===== src/rtl/core/positional_list_engine_macros.svh =====
// ----------------------------------------------------------------------------
// Positional list engine assertion macros
// Shared concurrent assertion forms, clocked on clk and disabled in reset.
// ----------------------------------------------------------------------------
`ifndef POSITIONAL_LIST_ENGINE_MACROS_SVH
`define POSITIONAL_LIST_ENGINE_MACROS_SVH

// A property that must hold at every clock edge outside reset.
`define PLE_ASSERT_ALWAYS(label, prop, msg) \
    label: assert property (@(posedge clk) disable iff (!rst_n) (prop)) else $error(msg);

// A consequence that must hold in the same cycle as its cause.
`define PLE_ASSERT_SAME(label, ante, cons, msg) \
    label: assert property (@(posedge clk) disable iff (!rst_n) (ante) |-> (cons)) \
        else $error(msg);

// A consequence that must hold in the cycle after its cause.
`define PLE_ASSERT_NEXT(label, ante, cons, msg) \
    label: assert property (@(posedge clk) disable iff (!rst_n) (ante) |=> (cons)) \
        else $error(msg);

`endif


===== src/rtl/core/ple_pkg.sv =====
// ----------------------------------------------------------------------------
// Positional list engine package
// Request and response types, opcodes, status codes and the cell control.
// ----------------------------------------------------------------------------
package ple_pkg;

    localparam logic [1:0] OP_INSERT = 2'd0;
    localparam logic [1:0] OP_REMOVE = 2'd1;
    localparam logic [1:0] OP_PEEK   = 2'd2;
    localparam logic [1:0] OP_CLEAR  = 2'd3;

    localparam logic [1:0] ST_OK    = 2'd0;
    localparam logic [1:0] ST_EMPTY = 2'd1;
    localparam logic [1:0] ST_RANGE = 2'd2;
    localparam logic [1:0] ST_FULL  = 2'd3;

    typedef struct packed {
        logic [1:0]  opcode;
        logic [4:0]  position;
        logic [31:0] item_word;
    } ple_req_t;

    typedef struct packed {
        logic [31:0] read_word;
        logic [1:0]  status;
        logic [4:0]  count;
    } ple_rsp_t;

    // Per-cell command for one cycle. At most one of the three moves is set.
    typedef struct packed {
        logic load;        // store the request word
        logic take_left;   // take the word of the cell in front
        logic take_right;  // take the word of the cell behind
        logic hit;         // this cell is the addressed position
    } ple_cell_ctl_t;

endpackage


===== src/rtl/core/ple_cell.sv =====
// ----------------------------------------------------------------------------
// Positional list engine cell
// Holds one list entry and moves it to or from its neighbors on command.
// ----------------------------------------------------------------------------
module ple_cell #(
    parameter int DATA_WIDTH = 32
) (
    input  logic                   clk,
    input  ple_pkg::ple_cell_ctl_t ctl,
    input  logic [DATA_WIDTH-1:0]  load_word,
    input  logic [DATA_WIDTH-1:0]  left_word,
    input  logic [DATA_WIDTH-1:0]  right_word,
    output logic [DATA_WIDTH-1:0]  word,
    output logic [DATA_WIDTH-1:0]  hit_word
);
    import ple_pkg::*;

    logic [DATA_WIDTH-1:0] word_reg;
    logic [DATA_WIDTH-1:0] word_next;

    always_comb
    begin
        word_next = word_reg;
        if (ctl.load)
        begin
            word_next = load_word;
        end
        else if (ctl.take_left)
        begin
            word_next = left_word;
        end
        else if (ctl.take_right)
        begin
            word_next = right_word;
        end
    end

    always_ff @(posedge clk)
    begin
        word_reg <= word_next;
    end

    assign word     = word_reg;
    assign hit_word = ctl.hit ? word_reg : '0;

endmodule


===== src/rtl/core/positional_list_engine.sv =====
// ----------------------------------------------------------------------------
// Positional list engine
// Ordered list of up to DEPTH words with insert, remove and peek by position, and clear.
// ----------------------------------------------------------------------------
// Requests enter on req_valid/req_ready and carry an opcode, a position and a
// word. Every request yields exactly one response on rsp_valid/rsp_ready with
// the word removed or peeked, a status and the new entry count.
// The list lives in a row of DEPTH cells. An insert or remove moves all
// cells behind the addressed position by one place in the same cycle. The
// response is registered in the output register or the skid entry, and one
// request per cycle is sustained while the receiver takes responses. The
// cell row together with the single fill counter allows that rate.
// A response register plus one skid entry sit on the output. When the
// receiver stalls, a second response goes to the skid entry and req_ready
// drops until the receiver takes a response.
// Reset empties the list and the output stage; entry contents are not
// cleared and are never read before being written.
// ----------------------------------------------------------------------------
module positional_list_engine #(
    parameter int DEPTH      = 16,
    parameter int DATA_WIDTH = 32
) (
    input  logic              clk,
    input  logic              rst_n,
    input  logic              req_valid,
    output logic              req_ready,
    input  ple_pkg::ple_req_t req,
    output logic              rsp_valid,
    input  logic              rsp_ready,
    output ple_pkg::ple_rsp_t rsp
);
    import ple_pkg::*;

    `include "positional_list_engine_macros.svh"

    localparam int CNT_W = $clog2(DEPTH + 1);
    localparam int CMP_W = (CNT_W > 5) ? CNT_W : 5;
    localparam int WIDE_W = (DATA_WIDTH > 32) ? DATA_WIDTH : 32;
    localparam logic [CMP_W-1:0] DEPTH_C = CMP_W'(DEPTH);

    logic                  req_accept;
    logic                  rsp_pop;
    logic [CNT_W-1:0]      fill_reg;
    logic [CNT_W-1:0]      fill_next;
    logic [CMP_W-1:0]      fill_c;
    logic [CMP_W-1:0]      pos_c;
    logic                  do_ins;
    logic                  do_rem;
    logic [WIDE_W-1:0]     item_wide;
    logic [DATA_WIDTH-1:0] load_word;
    logic [WIDE_W-1:0]     read_wide;
    logic [CMP_W-1:0]      count_c;
    ple_rsp_t              rsp_new;

    ple_cell_ctl_t         ctl      [DEPTH];
    logic [DATA_WIDTH-1:0] cell_word[DEPTH];
    logic [DATA_WIDTH-1:0] hit_word [DEPTH];
    logic [DATA_WIDTH-1:0] sel_word;

    logic     out_valid_reg;
    logic     out_valid_next;
    logic     skid_valid_reg;
    logic     skid_valid_next;
    ple_rsp_t out_reg;
    ple_rsp_t out_next;
    ple_rsp_t skid_reg;
    ple_rsp_t skid_next;

    assign req_ready  = !skid_valid_reg;
    assign req_accept = req_valid && req_ready;
    assign rsp_pop    = out_valid_reg && rsp_ready;

    assign fill_c    = CMP_W'(fill_reg);
    assign pos_c     = CMP_W'(req.position);
    assign item_wide = WIDE_W'(req.item_word);
    assign load_word = item_wide[DATA_WIDTH-1:0];

    assign do_ins = req_accept && (req.opcode == OP_INSERT)
                    && (pos_c <= fill_c) && (fill_c != DEPTH_C);
    assign do_rem = req_accept && (req.opcode == OP_REMOVE)
                    && (fill_c != '0) && (pos_c < fill_c);

    // Cell row: each cell decodes its move from its own place in the row.
    for (genvar i = 0; i < DEPTH; i++)
    begin : g_cell
        localparam logic [CMP_W-1:0] IDX = CMP_W'(i);

        logic [DATA_WIDTH-1:0] left_word;
        logic [DATA_WIDTH-1:0] right_word;

        assign ctl[i].load       = do_ins && (IDX == pos_c);
        assign ctl[i].take_left  = do_ins && (IDX > pos_c);
        assign ctl[i].take_right = do_rem && (IDX >= pos_c);
        assign ctl[i].hit        = (IDX == pos_c);

        if (i == 0)
        begin : g_front
            assign left_word = '0;
        end
        else
        begin : g_inner_left
            assign left_word = cell_word[i-1];
        end

        if (i == DEPTH - 1)
        begin : g_back
            assign right_word = '0;
        end
        else
        begin : g_inner_right
            assign right_word = cell_word[i+1];
        end

        ple_cell #(
            .DATA_WIDTH(DATA_WIDTH)
        ) u_cell (
            .clk       (clk),
            .ctl       (ctl[i]),
            .load_word (load_word),
            .left_word (left_word),
            .right_word(right_word),
            .word      (cell_word[i]),
            .hit_word  (hit_word[i])
        );
    end

    // At most one cell reports a hit, so an OR over the row selects it.
    always_comb
    begin
        sel_word = '0;
        for (int k = 0; k < DEPTH; k++)
        begin
            sel_word = sel_word | hit_word[k];
        end
    end

    assign read_wide = WIDE_W'(sel_word);

    always_comb
    begin
        fill_next         = fill_reg;
        rsp_new.read_word = '0;
        rsp_new.status    = ST_OK;
        case (req.opcode)
            OP_INSERT:
            begin
                if (pos_c > fill_c)
                begin
                    rsp_new.status = ST_RANGE;
                end
                else if (fill_c == DEPTH_C)
                begin
                    rsp_new.status = ST_FULL;
                end
                else
                begin
                    fill_next = fill_reg + CNT_W'(1);
                end
            end
            OP_REMOVE, OP_PEEK:
            begin
                if (fill_c == '0)
                begin
                    rsp_new.status = ST_EMPTY;
                end
                else if (pos_c >= fill_c)
                begin
                    rsp_new.status = ST_RANGE;
                end
                else
                begin
                    rsp_new.read_word = read_wide[31:0];
                    if (req.opcode == OP_REMOVE)
                    begin
                        fill_next = fill_reg - CNT_W'(1);
                    end
                end
            end
            default:
            begin
                fill_next = '0;
            end
        endcase
        count_c       = CMP_W'(fill_next);
        rsp_new.count = count_c[4:0];
    end

    always_ff @(posedge clk or negedge rst_n)
    begin
        if (!rst_n)
        begin
            fill_reg <= '0;
        end
        else if (req_accept)
        begin
            fill_reg <= fill_next;
        end
    end

    // Output register with one skid entry behind it.
    always_comb
    begin
        out_valid_next  = out_valid_reg;
        skid_valid_next = skid_valid_reg;
        out_next        = out_reg;
        skid_next       = skid_reg;
        if (req_accept)
        begin
            if (!out_valid_reg || rsp_pop)
            begin
                out_valid_next = 1'b1;
                out_next       = rsp_new;
            end
            else
            begin
                skid_valid_next = 1'b1;
                skid_next       = rsp_new;
            end
        end
        else if (rsp_pop)
        begin
            if (skid_valid_reg)
            begin
                out_next        = skid_reg;
                skid_valid_next = 1'b0;
            end
            else
            begin
                out_valid_next = 1'b0;
            end
        end
    end

    always_ff @(posedge clk or negedge rst_n)
    begin
        if (!rst_n)
        begin
            out_valid_reg  <= 1'b0;
            skid_valid_reg <= 1'b0;
        end
        else
        begin
            out_valid_reg  <= out_valid_next;
            skid_valid_reg <= skid_valid_next;
        end
    end

    always_ff @(posedge clk)
    begin
        out_reg  <= out_next;
        skid_reg <= skid_next;
    end

    assign rsp_valid = out_valid_reg;
    assign rsp       = out_reg;

    `PLE_ASSERT_ALWAYS(a_fill_bound, fill_reg <= CNT_W'(DEPTH), "fill count exceeds DEPTH")
    `PLE_ASSERT_SAME(a_skid_behind_out, skid_valid_reg, out_valid_reg, "skid entry without output")
    `PLE_ASSERT_NEXT(a_fill_hold, !req_accept, $stable(fill_reg), "fill changed without request")
    `PLE_ASSERT_NEXT(a_insert_grows, do_ins, fill_reg == ($past(fill_reg) + CNT_W'(1)), "insert lost")
    `PLE_ASSERT_SAME(a_single_move, do_ins, !do_rem, "insert and remove in one cycle")

endmodule

===== config.mk =====
export PLATFORM = sky130hd
export DESIGN_NAME = positional_list_engine
export DESIGN_NICKNAME = d
export VERILOG_FILES = /design/src/rtl/core/ple_pkg.sv /design/src/rtl/core/ple_cell.sv /design/src/rtl/core/positional_list_engine.sv
export VERILOG_INCLUDE_DIRS = /design/src /design/src/rtl/core
export SDC_FILE = /design/constraint.sdc
export NUM_CORES = 1
export LEC_CHECK = 0
export ABC_AREA = 1
export BUFFER_PORTS_ARGS = -buffer_cell sky130_fd_sc_hd__buf_4
export CELL_PAD_IN_SITES_DETAIL_PLACEMENT = 1
export CELL_PAD_IN_SITES_GLOBAL_PLACEMENT = 2
export CORE_MARGIN = 10
export CORE_UTILIZATION = 37
export DETAILED_ROUTE_END_ITERATION = 8
export PLACE_DENSITY_LB_ADDON = 0.1
export SKIP_CTS_REPAIR_TIMING = 1
export SYNTH_ARGS = -nofsm -noshare
export SYNTH_HDL_FRONTEND = slang
export SYNTH_HIERARCHICAL = 1
export SYNTH_SLANG_ARGS = --single-unit
export TNS_END_PERCENT = 1

===== constraint.sdc =====
create_clock -name clk -period 3.8 [get_ports clk]
set_input_delay 0.57 -clock clk [delete_from_list [all_inputs] [get_ports clk]]
set_output_delay 0.57 -clock clk [all_outputs]
set_load 0.02 [all_outputs]

==> flow_summary_export.csv, run 1 <==
group,metric,value,unit
cells_and_area,final_cell_mix,"nand2_1 (2,741), inv_1 (1,569), edfxtp_1 (590)",
cells_and_area,nets,6293,
drt,wl_per_cell,18.94,um
synth,syn_inst,6145,
timing,finalCriticalPeriod,3.449,ns
drt,drc,0,
drt,drt_first_pass_iters,5,
power,ir_worst_vdd,0.3072,mV
synth,syn_area_per_cell,6.758,um^2
synth,synth_top_area_frac,0.4266,
clock_tree,cts_buffer_depth,3,
drt,viasPerCell,4.669,
cells_and_area,fillers,14504,
cells_and_area,final_common_cell,"nand2_1",
timing,max_freq,289.9,MHz
cells_and_area,largest_reg_flops,512,
power,leakage,26.28,nW
drt,ant_nets,0,
synth,ys_seq_elements,597,
hold_path,hold_class,"in -> reg",
clock_tree,clkLatencyLatePin,0.66,ns
die,core,111100,um^2
timing,clock-skew-final,0.02264,ns
placement,io_buffer_count,83,
synth,async_reset_ff_frac,0.01173,
status,outcome,"complete, no violations",
worst_setup_path,crit_type,"reg -> reg",
synth,synth_warnings,6,
cells_and_area,seqCellArea,17890,um^2
clock_tree,clk_pin_slew_worst_paths,0.06,ns
grt,antenna_found_initial,6,
cells_and_area,utilization,0.4150,
synth,synth.distinct_cells,34,
clock_tree,cts_tree,"done",
worst_setup_path,slowest_delay,0.48,ns
clock_tree,cts_root_buffer,"clkbuf_16",
die,io_pins,84,
cells_and_area,area_delta_synth_final,11.06,%
timing,hold_viol_final,0,
die,initial_core_util,0.3737,
synth,synthFlopType,"edfxtp_1",
worst_setup_path,cp_cell_sequence,"inv_1 > ha_1 > nand2_2 > inv_2 > nand4_4 > nand2_4 > nand4_4 > buf_12 > nor2_2 > buf_4 > inv_4 > nand2_1 > nand3_1 > nand2_1",
timing,slew_headroom,0.3487,
clock_tree,cts_sinks,597,
die,die_h,355.0,um
grt,grt_max_degree,47,
synth,synth.area.top_cells,"edfxtp_1 (43%), nand2_1 (25%), inv_1 (14%)",
grt,overflow,0,
die,die_area,126000,um^2
clock_tree,cts_max_level,3,
die,row_count,122,
timing,grt_setup_unrepaired,"no",
synth,synth_seq_area_share,0.4308,
grt,grt_pass1_wl,231300,um
drt,wl,147600,um
timing,holdWs,0.2365,ns
worst_setup_path,worstPathMaxFanout,33,
drt,initialDrtViolationCount,2750,
timing,setup-tns-final,0,ns
power,powerDensity,325.6,nW/um^2
grt,grt_pass1_vias,37454,
clock_tree,cts_buffers,78,
timing,period_share,0.9077,
synth,synth_area,41530,um^2
die,die_width,355.0,um
worst_setup_path,cp_top_family,"buffers and inverters",
placement,dp_hpwl,111900,um
worst_setup_path,startpoint_type,"register",
synth,synth_enable_flop_cells,590,
worst_setup_path,timing.critical_path.buf_inv,5,
worst_setup_path,crit_path_top_delay_cell,"dfrtp_1",
drt,vias,36382,
synth,yosysTopAreaCell,"edfxtp_1",
cells_and_area,multiInputGateArea,15740,um^2
cells_and_area,drive_above_1_share,0.08139,
timing,finalMaxSlewViolations,0,
worst_setup_path,worstPathArrival,3.98,ns
grt,grt_usage,0.2316,
timing,setup_viol,0,
flow_run,drv_cap,0,
timing,tightest_slew,0.9681,ns
placement,gp_congestion,0.8468,
worst_setup_path,required,4.33,ns
worst_setup_path,endpoint_kind,"register",
[worst register-to-register path, cell delays in order (launching register included)]
cell     delay, ns
dfrtp_1       0.48
inv_1         0.20
ha_1          0.33
nand2_2       0.07
inv_2         0.11
nand4_4       0.19
nand2_4       0.20
nand4_4       0.37
buf_12        0.33
nor2_2        0.11
buf_4         0.37
inv_4         0.26
nand2_1       0.16
nand3_1       0.08
nand2_1       0.07
[through the flow]
step / setup slack [ns] / area, um^2 / cells / power [mW]
CTS: 0.3379 / 46110 / 7790 / 15.20
finish: 0.3508 / 46120 / 7792 / 15.02
global route: 0.03085 / 46120 / 7791 / 15.50
global placement: 0.2941 / 43740 / 7647 / 7.920
floorplan: 0.2398 / 41770 / 6209 / 7.594
detailed placement: 0.1927 / 43740 / 7647 / 7.926
[logic make-up after synthesis]
kind of cell / synth area share
AND/OR/NAND/NOR: 0.3616
buffers and inverters: 0.2010
XOR/XNOR: 0.001054
other: 0.00009030
flip-flops: 0.4308
AO/OA/AOI/OAI: 0.002350
adder cells (fa/ha/maj): 0.003013
[power by group]
group,switching [mW],internal (mW)
logic,0.473,0.169
registers,0.0109,7.16
clock network,3.14,4.06
[per-layer routing]
layer,GRT usage,vias up,routed length [um]
met1,0.3495,17242,76300
met3,0.03389,110,8009
met4,0.04369,2,1860
met5,0,-,7
li1,-,18313,-
met2,0.3482,715,61410
[synthesized netlist by cell type, drive strengths merged, types with 3 or more instances]
cell type	n
edfxtp	590
nor3	21
nor2	100
a21oi	12
nor4	129
clkbuf	7
o21ai	3
xor2	5
dfrtp	7
nand3	543
nand4	39
ha	10
buf	288
nand2	2781
inv	1607
[final timing paths]
check / cells past startpoint / slack (ns) / end / start
min in group asynchronous: 2 / 0.27 / fill_c[4] / rst_n
min reg2reg: 2 / 0.52 / rsp[18] / skid_reg[18]
max reg2reg: 14 / 0.35 / g_cell[9].u_cell/word[29] / fill_c[3]
max: 14 / 0.35 / g_cell[9].u_cell/word[29] / fill_c[3]
max in group asynchronous: 2 / 3.39 / fill_c[2] / rst_n
min: 2 / 0.24 / skid_valid_reg / rsp_ready
[final cells by class]
class | count | share of cell area
multi-input combinational | 3709 | 0.3412
antenna | 1 | 0.00005426
clock buffer | 102 | 0.04520
timing repair buffer | 246 | 0.04634
inverter | 1608 | 0.1328
sequential | 597 | 0.3879
clock inverter | 41 | 0.006131
tap | 1488 | 0.04037
Power figures use the tool's default switching activity.
==> inputs of run 2 (changes only) <==
--- a/config.mk
+++ b/config.mk
@@ -11,7 +11,7 @@
 export CELL_PAD_IN_SITES_DETAIL_PLACEMENT = 1
 export CELL_PAD_IN_SITES_GLOBAL_PLACEMENT = 2
 export CORE_MARGIN = 10
-export CORE_UTILIZATION = 37
+export CORE_UTILIZATION = 39
 export DETAILED_ROUTE_END_ITERATION = 8
 export PLACE_DENSITY_LB_ADDON = 0.1
 export SKIP_CTS_REPAIR_TIMING = 1
==> constraint.sdc (replaced) <==
create_clock -name clk -period 4.3 [get_ports clk]
set_input_delay 0.645 -clock clk [delete_from_list [all_inputs] [get_ports clk]]
set_output_delay 0.645 -clock clk [all_outputs]
set_load 0.02 [all_outputs]
==> flow_summary_export.csv, run 2 (synthesis gave the netlist of run 1 again) <==
group,metric,value,unit
power,total_power,13.61,mW
grt,grt_pass1_vias,36602,
timing,period_share,0.9129,
timing,grt_setup_unrepaired,"no",
die,row_count,119,
grt,grt_pass1_wl,215100,um
clock_tree,cts_root_buffer,"clkbuf_16",
placement,io_buffer_count,83,
die,initial_core_util,0.3934,
die,io_pins,84,
cells_and_area,final_cell_mix,"nand2_1 (2,741), inv_1 (1,569), edfxtp_1 (590)",
drt,initialDrtViolationCount,2214,
drt,wl,135800,um
die,core,105600,um^2
status,outcome,"complete, no violations",
cells_and_area,area_delta_synth_final,10.35,%
grt,grt_max_degree,47,
clock_tree,clk_pin_slew_worst_paths,0.06,ns
drt,vias,35520,
clock_tree,cts_sinks,597,
worst_setup_path,required,4.58,ns
clock_tree,clkLatencyLatePin,0.65,ns
placement,placed_cell_area,43280,um^2
timing,holdWs,0.3485,ns
die,die_width,346.3,um
grt,grt_usage,0.2227,
worst_setup_path,crit_path_top_delay_cell,"nor4_2",
cells_and_area,nets,6272,
timing,finalMaxSlewViolations,0,
placement,dp_hpwl,106100,um
drt,ant_nets,0,
cells_and_area,fillers,13658,
cells_and_area,design_area,45830,um^2
drt,drc,0,
placement,gp_congestion,0.8811,
worst_setup_path,worstPathMaxFanout,33,
clock_tree,cts_max_level,3,
timing,tightest_slew,1.098,ns
placement,dp.cells,7530,
drt,viasPerCell,4.628,
worst_setup_path,worstPathArrival,4.21,ns
grt,antenna_found_initial,3,
worst_setup_path,slowest_delay,0.56,ns
drt,drt_first_pass_iters,5,
die,die_area,119900,um^2
cells_and_area,largest_reg_flops,512,
timing,max_freq,254.7,MHz
timing,setup-tns-final,0,ns
timing,clock-skew-final,0.01995,ns
clock_tree,cts_tree,"done",
timing,setup_slack,0.3744,ns
flow_run,drv_cap,0,
cells_and_area,utilization,0.4341,
hold_path,hold_class,"in -> reg",
grt,overflow,0,
drt,wl_per_cell,17.69,um
worst_setup_path,cp_cell_sequence,"inv_1 > ha_1 > nand2_2 > nand2_2 > nand2_4 > nand3_2 > nand2_4 > nand4_4 > nor4_2 > buf_4 > inv_4 > nand2_1 > buf_4",
worst_setup_path,endpoint_kind,"register",
worst_setup_path,startpoint_type,"register",
clock_tree,cts_buffers,77,
power,leakage,26.24,nW
cells_and_area,final_common_cell,"nand2_1",
cells_and_area,instances_no_fill,7675,
worst_setup_path,crit_type,"reg -> reg",
timing,hold_viol_final,0,
cells_and_area,drive_above_1_share,0.07894,
clock_tree,cts_buffer_depth,3,
power,powerDensity,296.9,nW/um^2
timing,finalCriticalPeriod,3.926,ns
timing,setup_viol,0,
placement,dp_slack,0.3128,ns
power,ir_worst_vdd,0.2373,mV
die,die_h,346.3,um
timing,slew_headroom,0.2600,
-- run 2: power breakdown --
group / leakage [nW] / internal (mW) / switching (mW)
Sequential: 5.25 / 6.33 / 0.0117
Combinational: 19.8 / 0.153 / 0.432
Clock: 1.22 / 3.96 / 2.72
-- run 2: critical path: cells and delay by family (launching register included) --
family        cells  cell delay (ns)
flops             1             0.51
buf+inv           4             0.96
fa+ha+maj         1             0.40
simple gates      8             1.65
-- run 2: worst paths after layout --
kind,endpoint,slack [ns],cells past startpoint,start
max,g_cell[14].u_cell/word[1],0.37,13,fill_c[2]
min,rsp_valid,0.35,4,rsp_ready
max reg2reg,g_cell[14].u_cell/word[1],0.37,13,fill_c[2]
min reg2reg,rsp[16],0.52,2,skid_reg[16]
max in group asynchronous,rsp_valid,3.79,2,rst_n
min in group asynchronous,fill_c[2],0.37,2,rst_n
-- run 2: cell type report --
type | count | area, um^2 | area share
sequential | 597 | 17890 | 0.3904
multi-input combinational | 3709 | 15730 | 0.3433
inverter | 1608 | 6123 | 0.1336
clock buffer | 98 | 2079 | 0.04538
timing repair buffer | 226 | 1799 | 0.03926
tap | 1391 | 1740 | 0.03798
clock inverter | 45 | 455.4 | 0.009939
antenna | 1 | 2.502 | 0.00005461
-- run 2: layer usage --
layer  track usage  up-vias  wire length (um)
met1        0.3253    16491             68920
li1              -    18253                 -
met5             0        -                21
met4       0.04583        4              1834
met2        0.3457      640             58050
met3       0.03349      132              6938
